**src/design/xcpd_pkg.sv**
```systemverilog
// ============================================================================
// xcpd_pkg
// Shared types and constants of the packet deframer with pairing.
// ============================================================================
package xcpd_pkg;

    // Framing bytes and check seed
    localparam logic [7:0]  PREAMBLE_BYTE = 8'hAA;
    localparam logic [7:0]  SYNC_BYTE     = 8'hAB;
    localparam logic [7:0]  CHECK_SEED    = 8'hCC;
    localparam logic [15:0] PAIR_MAGIC    = 16'hABCD;

    // Command codes
    localparam logic [7:0] CMD_PAIR  = 8'h6D;  // 'm'
    localparam logic [7:0] CMD_COLOR = 8'h63;  // 'c'
    localparam logic [7:0] CMD_KEY   = 8'h6B;  // 'k'

    // Receiver phases
    localparam logic [1:0] PH_IDLE  = 2'd0;
    localparam logic [1:0] PH_SYNC  = 2'd1;
    localparam logic [1:0] PH_DATA  = 2'd2;
    localparam logic [1:0] PH_CHECK = 2'd3;

    // Input kinds
    localparam logic OP_BYTE = 1'b0;
    localparam logic OP_TICK = 1'b1;

    // Configuration register indexes
    localparam logic [1:0] REG_OWN_KEY       = 2'd0;
    localparam logic [1:0] REG_FRAME_TIMEOUT = 2'd1;
    localparam logic [1:0] REG_PING_TIMEOUT  = 2'd2;

    // Register reset values
    localparam logic [15:0] FRAME_TIMEOUT_RST = 16'd200;
    localparam logic [15:0] PING_TIMEOUT_RST  = 16'd2000;

    localparam int QUEUE_DEPTH = 2;
    localparam int OUT_WIDTH   = 24;

    // Classified item passed from front to back
    typedef struct packed {
        logic       tick;
        logic       is_preamble;
        logic       is_sync;
        logic [7:0] data;
    } item_t;

    // One result item
    typedef struct packed {
        logic        frame_good;
        logic        locked;
        logic        master_role;
        logic        paired;
        logic [15:0] color_value;
        logic        color_strobe;
    } result_t;

endpackage

```
**src/design/xcpd_front.sv**
```systemverilog
// ============================================================================
// xcpd_front
// Accepts input transfers, classifies ticks and framing bytes, pushes
// the classified item into the queue.
// ============================================================================
module xcpd_front (
    input  logic           s_axis_tvalid,
    output logic           s_axis_tready,
    input  logic [7:0]     s_axis_tdata,   // [7:0] rx_byte
    input  logic [0:0]     s_axis_tuser,   // [0] op
    input  logic           q_full,
    output logic           q_push,
    output xcpd_pkg::item_t q_item
);
    import xcpd_pkg::*;

    // Accept whenever the queue has room
    assign s_axis_tready = !q_full;
    assign q_push        = s_axis_tvalid && !q_full;

    // Classify the item
    always_comb
    begin
        q_item.tick        = (s_axis_tuser[0] == OP_TICK);
        q_item.is_preamble = (s_axis_tdata == PREAMBLE_BYTE);
        q_item.is_sync     = (s_axis_tdata == SYNC_BYTE);
        q_item.data        = s_axis_tdata;
    end

endmodule

```
**src/design/xcpd_queue.sv**
```systemverilog
// ============================================================================
// xcpd_queue
// Two-entry queue between the front and the back.
// ============================================================================
module xcpd_queue (
    input  logic            clk,
    input  logic            rst_n,
    input  logic            push,
    input  xcpd_pkg::item_t push_item,
    output logic            full,
    input  logic            pop,
    output logic            not_empty,
    output xcpd_pkg::item_t head
);
    import xcpd_pkg::*;

    localparam int PW = $clog2(QUEUE_DEPTH);

    item_t          mem_reg [QUEUE_DEPTH];
    logic [PW-1:0]  wr_ptr_reg, wr_ptr_next;
    logic [PW-1:0]  rd_ptr_reg, rd_ptr_next;
    logic [PW:0]    count_reg,  count_next;

    assign full      = (count_reg == (PW+1)'(QUEUE_DEPTH));
    assign not_empty = (count_reg != '0);
    assign head      = mem_reg[rd_ptr_reg];

    // Advance pointers and count
    always_comb
    begin
        wr_ptr_next = push ? wr_ptr_reg + 1'b1 : wr_ptr_reg;
        rd_ptr_next = pop  ? rd_ptr_reg + 1'b1 : rd_ptr_reg;
        count_next  = count_reg;
        if (push && !pop)
        begin
            count_next = count_reg + 1'b1;
        end
        else if (pop && !push)
        begin
            count_next = count_reg - 1'b1;
        end
    end

    always_ff @(posedge clk or negedge rst_n)
    begin
        if (!rst_n)
        begin
            wr_ptr_reg <= '0;
            rd_ptr_reg <= '0;
            count_reg  <= '0;
        end
        else
        begin
            wr_ptr_reg <= wr_ptr_next;
            rd_ptr_reg <= rd_ptr_next;
            count_reg  <= count_next;
        end
    end

    // Store the pushed item
    always_ff @(posedge clk)
    begin
        if (push)
        begin
            mem_reg[wr_ptr_reg] <= push_item;
        end
    end

endmodule

```
**src/design/xcpd_back.sv**
```systemverilog
// ============================================================================
// xcpd_back
// Runs the frame receiver, timers and pairing state on each queued item
// and holds the result in the output register.
// ============================================================================
module xcpd_back (
    input  logic               clk,
    input  logic               rst_n,
    input  logic               q_not_empty,
    input  xcpd_pkg::item_t    q_head,
    output logic               q_pop,
    input  logic [15:0]        own_key,
    input  logic [15:0]        frame_timeout,
    input  logic [15:0]        ping_timeout,
    output logic               res_valid,
    input  logic               res_ready,
    output xcpd_pkg::result_t  res
);
    import xcpd_pkg::*;

    logic [1:0]  phase_reg,   phase_next;
    logic [1:0]  index_reg,   index_next;
    logic [7:0]  check_reg,   check_next;
    logic [7:0]  cmd_reg,     cmd_next;
    logic [15:0] data_reg,    data_next;
    logic [15:0] ptimer_reg,  ptimer_next;
    logic [15:0] ping_reg,    ping_next;
    logic        paired_reg,  paired_next;
    logic        master_reg,  master_next;
    logic        locked_reg,  locked_next;
    logic        valid_reg,   valid_next;
    result_t     res_reg,     res_next;
    logic        strobe;
    logic        good;
    logic [15:0] color;
    logic [1:0]  index_inc;
    logic [15:0] key_sum;

    // Take an item when the output register is free or being drained
    assign q_pop     = q_not_empty && (!valid_reg || res_ready);
    assign res_valid = valid_reg;
    assign res       = res_reg;
    assign index_inc = index_reg + 1'b1;
    assign key_sum   = own_key + data_reg;

    // Receiver and pairing update
    always_comb
    begin
        phase_next  = phase_reg;
        index_next  = index_reg;
        check_next  = check_reg;
        cmd_next    = cmd_reg;
        data_next   = data_reg;
        ptimer_next = ptimer_reg;
        ping_next   = ping_reg;
        paired_next = paired_reg;
        master_next = master_reg;
        locked_next = locked_reg;
        strobe      = 1'b0;
        good        = 1'b0;
        color       = '0;

        if (q_head.tick)
        begin
            // Count ticks, saturating; drop stale pairing and frames
            if (ptimer_reg != 16'hFFFF)
            begin
                ptimer_next = ptimer_reg + 1'b1;
            end
            if (ping_reg != 16'hFFFF)
            begin
                ping_next = ping_reg + 1'b1;
            end
            if (paired_reg && (ping_next >= ping_timeout))
            begin
                paired_next = 1'b0;
            end
            if ((phase_reg != PH_IDLE) && (ptimer_next >= frame_timeout))
            begin
                phase_next = PH_IDLE;
            end
        end
        else
        begin
            case (phase_reg)
                PH_IDLE:
                begin
                    if (q_head.is_preamble)
                    begin
                        phase_next  = PH_SYNC;
                        ptimer_next = '0;
                    end
                end
                PH_SYNC:
                begin
                    if (q_head.is_sync)
                    begin
                        phase_next  = PH_DATA;
                        ptimer_next = '0;
                        index_next  = '0;
                        check_next  = CHECK_SEED;
                    end
                end
                PH_DATA:
                begin
                    if (index_reg == 2'd0)
                    begin
                        cmd_next = q_head.data;
                    end
                    else if (index_reg == 2'd1)
                    begin
                        data_next = {data_reg[15:8], q_head.data};
                    end
                    else
                    begin
                        data_next = {q_head.data, data_reg[7:0]};
                    end
                    check_next = check_reg ^ q_head.data;
                    index_next = index_inc;
                    if (index_inc == 2'd3)
                    begin
                        phase_next  = PH_CHECK;
                        ptimer_next = '0;
                    end
                end
                default:
                begin
                    // Check byte: act on a matching frame, then go idle
                    if (check_reg == q_head.data)
                    begin
                        good = 1'b1;
                        case (cmd_reg)
                            CMD_PAIR:
                            begin
                                if (data_reg == PAIR_MAGIC)
                                begin
                                    paired_next = 1'b1;
                                    master_next = 1'b0;
                                end
                            end
                            CMD_COLOR:
                            begin
                                if (paired_reg && !master_reg)
                                begin
                                    strobe      = 1'b1;
                                    color       = data_reg;
                                    locked_next = 1'b1;
                                end
                            end
                            CMD_KEY:
                            begin
                                paired_next = 1'b1;
                                master_next = 1'b1;
                                strobe      = 1'b1;
                                color       = key_sum;
                                locked_next = 1'b1;
                            end
                            default:
                            begin
                            end
                        endcase
                        ping_next = '0;
                    end
                    phase_next = PH_IDLE;
                end
            endcase
        end

        // Form the result
        res_next.color_strobe = strobe;
        res_next.color_value  = color;
        res_next.paired       = paired_next;
        res_next.master_role  = master_next;
        res_next.locked       = locked_next;
        res_next.frame_good   = good;

        valid_next = q_pop ? 1'b1 : (valid_reg && !res_ready);
    end

    // State registers; receiver state is updated only when an item is taken
    always_ff @(posedge clk or negedge rst_n)
    begin
        if (!rst_n)
        begin
            phase_reg  <= PH_IDLE;
            index_reg  <= '0;
            check_reg  <= CHECK_SEED;
            cmd_reg    <= '0;
            data_reg   <= '0;
            ptimer_reg <= '0;
            ping_reg   <= '0;
            paired_reg <= 1'b0;
            master_reg <= 1'b0;
            locked_reg <= 1'b0;
            valid_reg  <= 1'b0;
        end
        else
        begin
            valid_reg <= valid_next;
            if (q_pop)
            begin
                phase_reg  <= phase_next;
                index_reg  <= index_next;
                check_reg  <= check_next;
                cmd_reg    <= cmd_next;
                data_reg   <= data_next;
                ptimer_reg <= ptimer_next;
                ping_reg   <= ping_next;
                paired_reg <= paired_next;
                master_reg <= master_next;
                locked_reg <= locked_next;
            end
        end
    end

    // Output payload
    always_ff @(posedge clk)
    begin
        if (q_pop)
        begin
            res_reg <= res_next;
        end
    end

endmodule

```
**src/design/xor_checked_packet_deframer_pairing.sv**
```systemverilog
// ============================================================================
// xor_checked_packet_deframer_pairing
// Preamble/sync packet receiver with XOR check byte and link pairing.
// ============================================================================
// Usage:
//   The input stream carries one item per transfer: tuser[0] selects a
//   received byte (0) or one timer tick (1); tdata holds the byte.
//   Every input transfer yields exactly one output transfer carrying the
//   color strobe and value, pairing, role and lock flags, and a good-frame
//   flag, in input order.
//   One item is taken per cycle while the output register is free or being
//   drained: the front stage classifies into a two-entry queue and the back
//   stage does the full state update on each item it takes, holding the
//   result in an output register.
//   When the receiver stalls, the result holds in the output register and
//   the queue absorbs up to two more items before tready drops.
//   Reset clears the receiver to waiting for preamble, both timers to zero,
//   all flags, and loads the registers to own key 0, frame timeout 200 and
//   ping timeout 2000 ticks. Registers are written through cfg_we, cfg_addr
//   and cfg_wdata by the user while the block is idle; this is not enforced.
// ============================================================================
module xor_checked_packet_deframer_pairing (
    input  logic        clk,
    input  logic        rst_n,
    input  logic        s_axis_tvalid,
    output logic        s_axis_tready,
    input  logic [7:0]  s_axis_tdata,   // [7:0] rx_byte
    input  logic [0:0]  s_axis_tuser,   // [0] op
    output logic        m_axis_tvalid,
    input  logic        m_axis_tready,
    output logic [23:0] m_axis_tdata,   // [0] color_strobe, [16:1] color_value,
                                        // [17] paired, [18] master_role,
                                        // [19] locked, [20] frame_good, [23:21] 0
    input  logic        cfg_we,
    input  logic [1:0]  cfg_addr,
    input  logic [15:0] cfg_wdata
);
    import xcpd_pkg::*;

    logic        q_full;
    logic        q_push;
    item_t       q_item;
    logic        q_pop;
    logic        q_not_empty;
    item_t       q_head;
    result_t     res;
    logic [15:0] own_key_reg;
    logic [15:0] frame_timeout_reg;
    logic [15:0] ping_timeout_reg;

    // Configuration registers
    always_ff @(posedge clk or negedge rst_n)
    begin
        if (!rst_n)
        begin
            own_key_reg       <= '0;
            frame_timeout_reg <= FRAME_TIMEOUT_RST;
            ping_timeout_reg  <= PING_TIMEOUT_RST;
        end
        else if (cfg_we)
        begin
            case (cfg_addr)
                REG_OWN_KEY:       own_key_reg       <= cfg_wdata;
                REG_FRAME_TIMEOUT: frame_timeout_reg <= cfg_wdata;
                REG_PING_TIMEOUT:  ping_timeout_reg  <= cfg_wdata;
                default:
                begin
                end
            endcase
        end
    end

    xcpd_front u_front (
        .s_axis_tvalid (s_axis_tvalid),
        .s_axis_tready (s_axis_tready),
        .s_axis_tdata  (s_axis_tdata),
        .s_axis_tuser  (s_axis_tuser),
        .q_full        (q_full),
        .q_push        (q_push),
        .q_item        (q_item)
    );

    xcpd_queue u_queue (
        .clk       (clk),
        .rst_n     (rst_n),
        .push      (q_push),
        .push_item (q_item),
        .full      (q_full),
        .pop       (q_pop),
        .not_empty (q_not_empty),
        .head      (q_head)
    );

    xcpd_back u_back (
        .clk           (clk),
        .rst_n         (rst_n),
        .q_not_empty   (q_not_empty),
        .q_head        (q_head),
        .q_pop         (q_pop),
        .own_key       (own_key_reg),
        .frame_timeout (frame_timeout_reg),
        .ping_timeout  (ping_timeout_reg),
        .res_valid     (m_axis_tvalid),
        .res_ready     (m_axis_tready),
        .res           (res)
    );

    // Pack the result, zero fill to whole bytes
    assign m_axis_tdata = {(OUT_WIDTH - $bits(result_t))'(0), res};

`ifndef SYNTHESIS
    // A color is shown only with a good frame
    a_strobe_good: assert property (@(posedge clk) disable iff (!rst_n)
        m_axis_tvalid && m_axis_tdata[0] |-> m_axis_tdata[20])
        else $error("color strobe without good frame");

    // Showing a color always locks
    a_strobe_lock: assert property (@(posedge clk) disable iff (!rst_n)
        m_axis_tvalid && m_axis_tdata[0] |-> m_axis_tdata[19] && m_axis_tdata[17])
        else $error("color strobe without lock or pairing");

    // No color value without strobe
    a_color_zero: assert property (@(posedge clk) disable iff (!rst_n)
        m_axis_tvalid && !m_axis_tdata[0] |-> (m_axis_tdata[16:1] == 16'h0000))
        else $error("color value set without strobe");

    // Queue full only when the output register is holding a result
    a_full_stall: assert property (@(posedge clk) disable iff (!rst_n)
        !s_axis_tready |-> m_axis_tvalid)
        else $error("input stalled with no result held");
`endif

endmodule
```
**config.mk**
```make
export PLATFORM = sky130hd
export DESIGN_NAME = xor_checked_packet_deframer_pairing
export DESIGN_NICKNAME = d
export VERILOG_FILES = /design/src/design/xcpd_pkg.sv /design/src/design/xcpd_front.sv /design/src/design/xcpd_queue.sv /design/src/design/xcpd_back.sv /design/src/design/xor_checked_packet_deframer_pairing.sv
export SDC_FILE = /design/constraint.sdc
export NUM_CORES = 1
export LEC_CHECK = 0
export BUFFER_PORTS_ARGS = -buffer_cell sky130_fd_sc_hd__buf_4
export CAP_MARGIN = 20
export CORE_MARGIN = 8
export CORE_UTILIZATION = 61
export DETAILED_ROUTE_END_ITERATION = 10
export PLACE_DENSITY = 0.8
export SYNTH_ARGS = -nofsm -noshare
export SYNTH_HDL_FRONTEND = slang
export SYNTH_HIERARCHICAL = 1
export SYNTH_SLANG_ARGS = --single-unit
export TNS_END_PERCENT = 20
```
**constraint.sdc**
```tcl
create_clock -name clk -period 4.3 [get_ports clk]
set_clock_uncertainty 0.05 [all_clocks]
set_input_delay 0.86 -clock clk [delete_from_list [all_inputs] [get_ports clk]]
set_output_delay 0.86 -clock clk [all_outputs]
set_load 0.02 [all_outputs]
```
==> PnR_summary.wiki <==
{| class="wikitable"
! Metric !! Value
|-
| Main area contributors after synthesis || sky130_fd_sc_hd__dfrtp_1 (30%), sky130_fd_sc_hd__edfxtp_1 (14%), sky130_fd_sc_hd__mux2_2 (9.3%)
|-
| Number of gates given a new drive strength after cts || 0
|-
| Per-cell via count in the routed design || 6.10
|-
| Max H-tree Level || 4
|-
| Ratio of final minimum period to clock period || 0.918
|-
| Worst-case register-to-register setup slack || 0.35 ns
|-
| Clock buffer depth || 2
|-
| Synth Register Bits || 167
|-
| Final critical delay including setup and external delays || 3.95 ns
|-
| Worst hold slack || 0.432 ns
|-
| Die Span X || 140 um
|-
| Count of unique library cells instantiated by Yosys || 64
|-
| Final-report setup violation count || 0
|-
| GR Util All Layers || 0.219
|-
| Area delta synth->final || 11.5%
|-
| Hpwl dp || 14600 um
|-
| Cts bufs inserted || 17
|-
| Proportion of layout cells with a drive suffix above 1 || 0.220
|-
| Reg-to-reg critical path endpoint || u_back/phase_reg[0]
|-
| Num ports || 58
|-
| Area taken by multi-input logic gates || 4500 um^2
|-
| Slew Limit Headroom || 0.385
|-
| Post-Syn Instances || 864
|-
| Final wirelength || 20600 um
|-
| Transition time of the tightest slew-check pin || 0.920 ns
|-
| Synth warn || 6
|-
| Cell internal power dissipation || 3.89 mW
|-
| Required arrival time at the worst endpoint || 4.59 ns
|-
| Type of origin of the critical path || flop
|-
| Reg-to-reg startpoint || u_back/ptimer_reg[0]
|-
| Diodes inserted || 0
|-
| Setup slack of the critical path after layout || 0.352 ns
|-
| Unrepaired setup endpoints after global routing || false
|-
| Routed len/inst || 18.4 um
|-
| Number of enable flip-flop cells after synthesis || 43
|-
| Buffer cell driving the clock tree root || sky130_fd_sc_hd__clkbuf_16
|-
| Die outline area || 19500 um^2
|-
| Fraction of synthesis flops using an asynchronous set or reset pin || 0.743
|-
| Sink count of the clock tree || 167
|-
| Wire length of the first global-routing pass || 34300 um
|-
| TritonCTS clock tree || yes
|-
| Worst IR drop on VDD || 0.488 mV
|-
| Setup Total Neg Slack || 0 ns
|-
| Placement-stage worst setup slack || 0.429 ns
|-
| Max Fclk || 253 MHz
|-
| Sequential cell area fraction in the yosys report || 0.473
|-
| Source-to-sink clock delay at the later pin of the worst-skew pair || 0.43 ns
|-
| Fraction of post-synthesis cell area in the top cell type by area || 0.298
|-
| Clock share of power || 0.236
|-
| Most used DFF post-synth || sky130_fd_sc_hd__dfrtp_1
|-
| Outcome || complete, no violations
|-
| Number of design rule violations left after detail routing || 0
|-
| Largest register FFs || 22
|-
| Cell accounting for the most synthesized area || sky130_fd_sc_hd__dfrtp_1
|-
| Core region area || 15100 um^2
|-
| DR iter-0 viols || 641
|-
| Effective utilization at floorplan || 0.618
|-
| Nets || 1004
|-
| Die height || 140 um
|-
| Sequential power share || 0.396
|-
| Routability congestion estimate || 0.908
|-
| Global route total overflow || 0
|-
| Largest fanout on the critical path || 12
|-
| Number of max-slew violations in the final report || 0
|-
| Worst Hold Endpoint || u_back/locked_reg
|-
| Startpoint-to-endpoint class of the critical path || flop to flop
|-
| Part of the power in combinational logic || 0.368
|-
| Register Area || 4410 um^2
|-
| Setup fix buffers added after clock tree synthesis || 0
|-
| Sw Share || 0.377
|-
| Num rows || 45
|-
| Hold Path Stages || 1
|-
| Arrival time of the worst setup path || 4.24 ns
|-
| Via count || 6803
|-
| Cell types with the highest counts after synthesis || sky130_fd_sc_hd__dfrtp_1 (111), sky130_fd_sc_hd__mux2_2 (77), sky130_fd_sc_hd__nand2_1 (65)
|-
| Library cell with the highest instance count after synthesis || sky130_fd_sc_hd__dfrtp_1
|-
| Clock Pin Slew Worst Setup and Hold Paths || 0.07 ns
|-
| Post-synthesis cell area || 9330 um^2
|-
| Category of the worst setup path capture point || flop
|-
| Number of optimization iterations in the first detailed-route pass || 5
|-
| HP Start || u_back/locked_reg
|-
| Max_cap viols || 0
|-
| Number of buffers added to fix hold violations after cts || 0
|-
| Final number of hold-violating endpoints || 0
|-
| Hold Crit Class || flop to flop
|-
| Maximum number of pins on one net before global-route repair || 64
|-
| P per Cell Area || 602 nW/um^2
|-
| Antenna violations before repair || 0
|-
| Static leakage power || 4.67 nW
|-
| Avg Synthesized Cell Area || 10.8 um^2
|-
| Length in cells of the worst reg-to-reg path || 14
|-
| Antenna-violating nets left || 0
|-
| Switching power || 2.36 mW
|-
| Port Buffers || 54
|-
| Number of global-route vias before repair || 6885
|-
| Layout fillers || 1157
|}
layout by cell type, fill, tap and decap left out, types with 43 or more instances in the layout:
cell	synthesis	layout
sky130_fd_sc_hd__nor2_1	55	54
sky130_fd_sc_hd__buf_4	13	61
sky130_fd_sc_hd__nand2_1	65	65
sky130_fd_sc_hd__ha_1	57	57
sky130_fd_sc_hd__o21ai_0	44	44
sky130_fd_sc_hd__inv_1	53	53
sky130_fd_sc_hd__dfrtp_1	111	111
sky130_fd_sc_hd__mux2_2	77	77
sky130_fd_sc_hd__edfxtp_1	43	43
sky130_fd_sc_hd__a21oi_1	46	46
cell type report:
| class | instances | share of cell area |
|---|---|---|
| well taps | 188 | 0.0226 |
| clock buffers | 18 | 0.0422 |
| repair buffers | 63 | 0.0464 |
| inverters | 54 | 0.0195 |
| multi-input cells | 611 | 0.433 |
| flip-flops and latches | 167 | 0.424 |
| clock inverters | 14 | 0.0119 |
power groups by stage:
stage	Combinational, mW	Clock, mW	Sequential [mW]
6_report	2.30	1.48	2.48
5_1_grt	2.54	1.56	2.53
2_1_floorplan	1.65	0	2.43
3_5_place_dp	2.26	0	2.50
4_1_cts	2.29	1.50	2.47
3_3_place_gp	2.20	0	2.48
stage by stage:
step           total power, mW   util  instance area, um^2  cells
4_1_cts                   6.26  0.689                10400   1115
3_3_place_gp              4.68  0.651                 9830   1082
2_1_floorplan             4.09      -                 9330    866
6_report                  6.25  0.689                10400   1115
3_5_place_dp              4.76  0.652                 9830   1083
5_1_grt                   6.63  0.689                10400   1115
metal layers:
metal / track usage / vias to the layer above / share of wire
li1: - / 3218 / -
met2: 0.359 / 198 / 0.48
met1: 0.277 / 3356 / 0.45
met5: 0 / - / 0
met4: 0.0817 / 0 / 0.018
met3: 0.0503 / 31 / 0.054
logic make-up after synthesis:
| family | count (synthesis) | share of synthesized area |
|---|---|---|
| xor+xnor | 38 | 0.0357 |
| flops | 167 | 0.473 |
| buf+inv | 88 | 0.0453 |
| fa+ha+maj | 58 | 0.0786 |
| compound gates | 187 | 0.127 |
| mux | 88 | 0.110 |
| other cells | 1 | 0.000402 |
| simple gates | 237 | 0.130 |
worst max path at each step:
stage,from,to,slack [ns]
2_1_floorplan,u_back/ptimer_reg[3],u_back/phase_reg[0],1.04
3_3_place_gp,u_back/ptimer_reg[0],u_back/phase_reg[0],0.75
6_report,u_back/ptimer_reg[0],u_back/phase_reg[0],0.35
4_1_cts,u_back/ptimer_reg[0],u_back/phase_reg[0],0.41
5_1_grt,u_back/ptimer_reg[0],u_back/phase_reg[0],0.06
3_5_place_dp,u_back/ptimer_reg[0],u_back/phase_reg[0],0.43
critical path: stages (launching register included):
cell,delay [ns]
sky130_fd_sc_hd__dfrtp_1,0.43
sky130_fd_sc_hd__ha_1,0.23
sky130_fd_sc_hd__nand2_1,0.10
sky130_fd_sc_hd__nor4_2,0.47
sky130_fd_sc_hd__nand2_1,0.40
sky130_fd_sc_hd__nand3_1,0.28
sky130_fd_sc_hd__xnor2_1,0.17
sky130_fd_sc_hd__ha_1,0.28
sky130_fd_sc_hd__a21o_1,0.16
sky130_fd_sc_hd__a21o_1,0.17
sky130_fd_sc_hd__a21oi_1,0.24
sky130_fd_sc_hd__o211ai_1,0.14
sky130_fd_sc_hd__a221oi_1,0.39
sky130_fd_sc_hd__a21oi_1,0.15
sky130_fd_sc_hd__o21ai_0,0.20
Power figures use the tool's default switching activity.
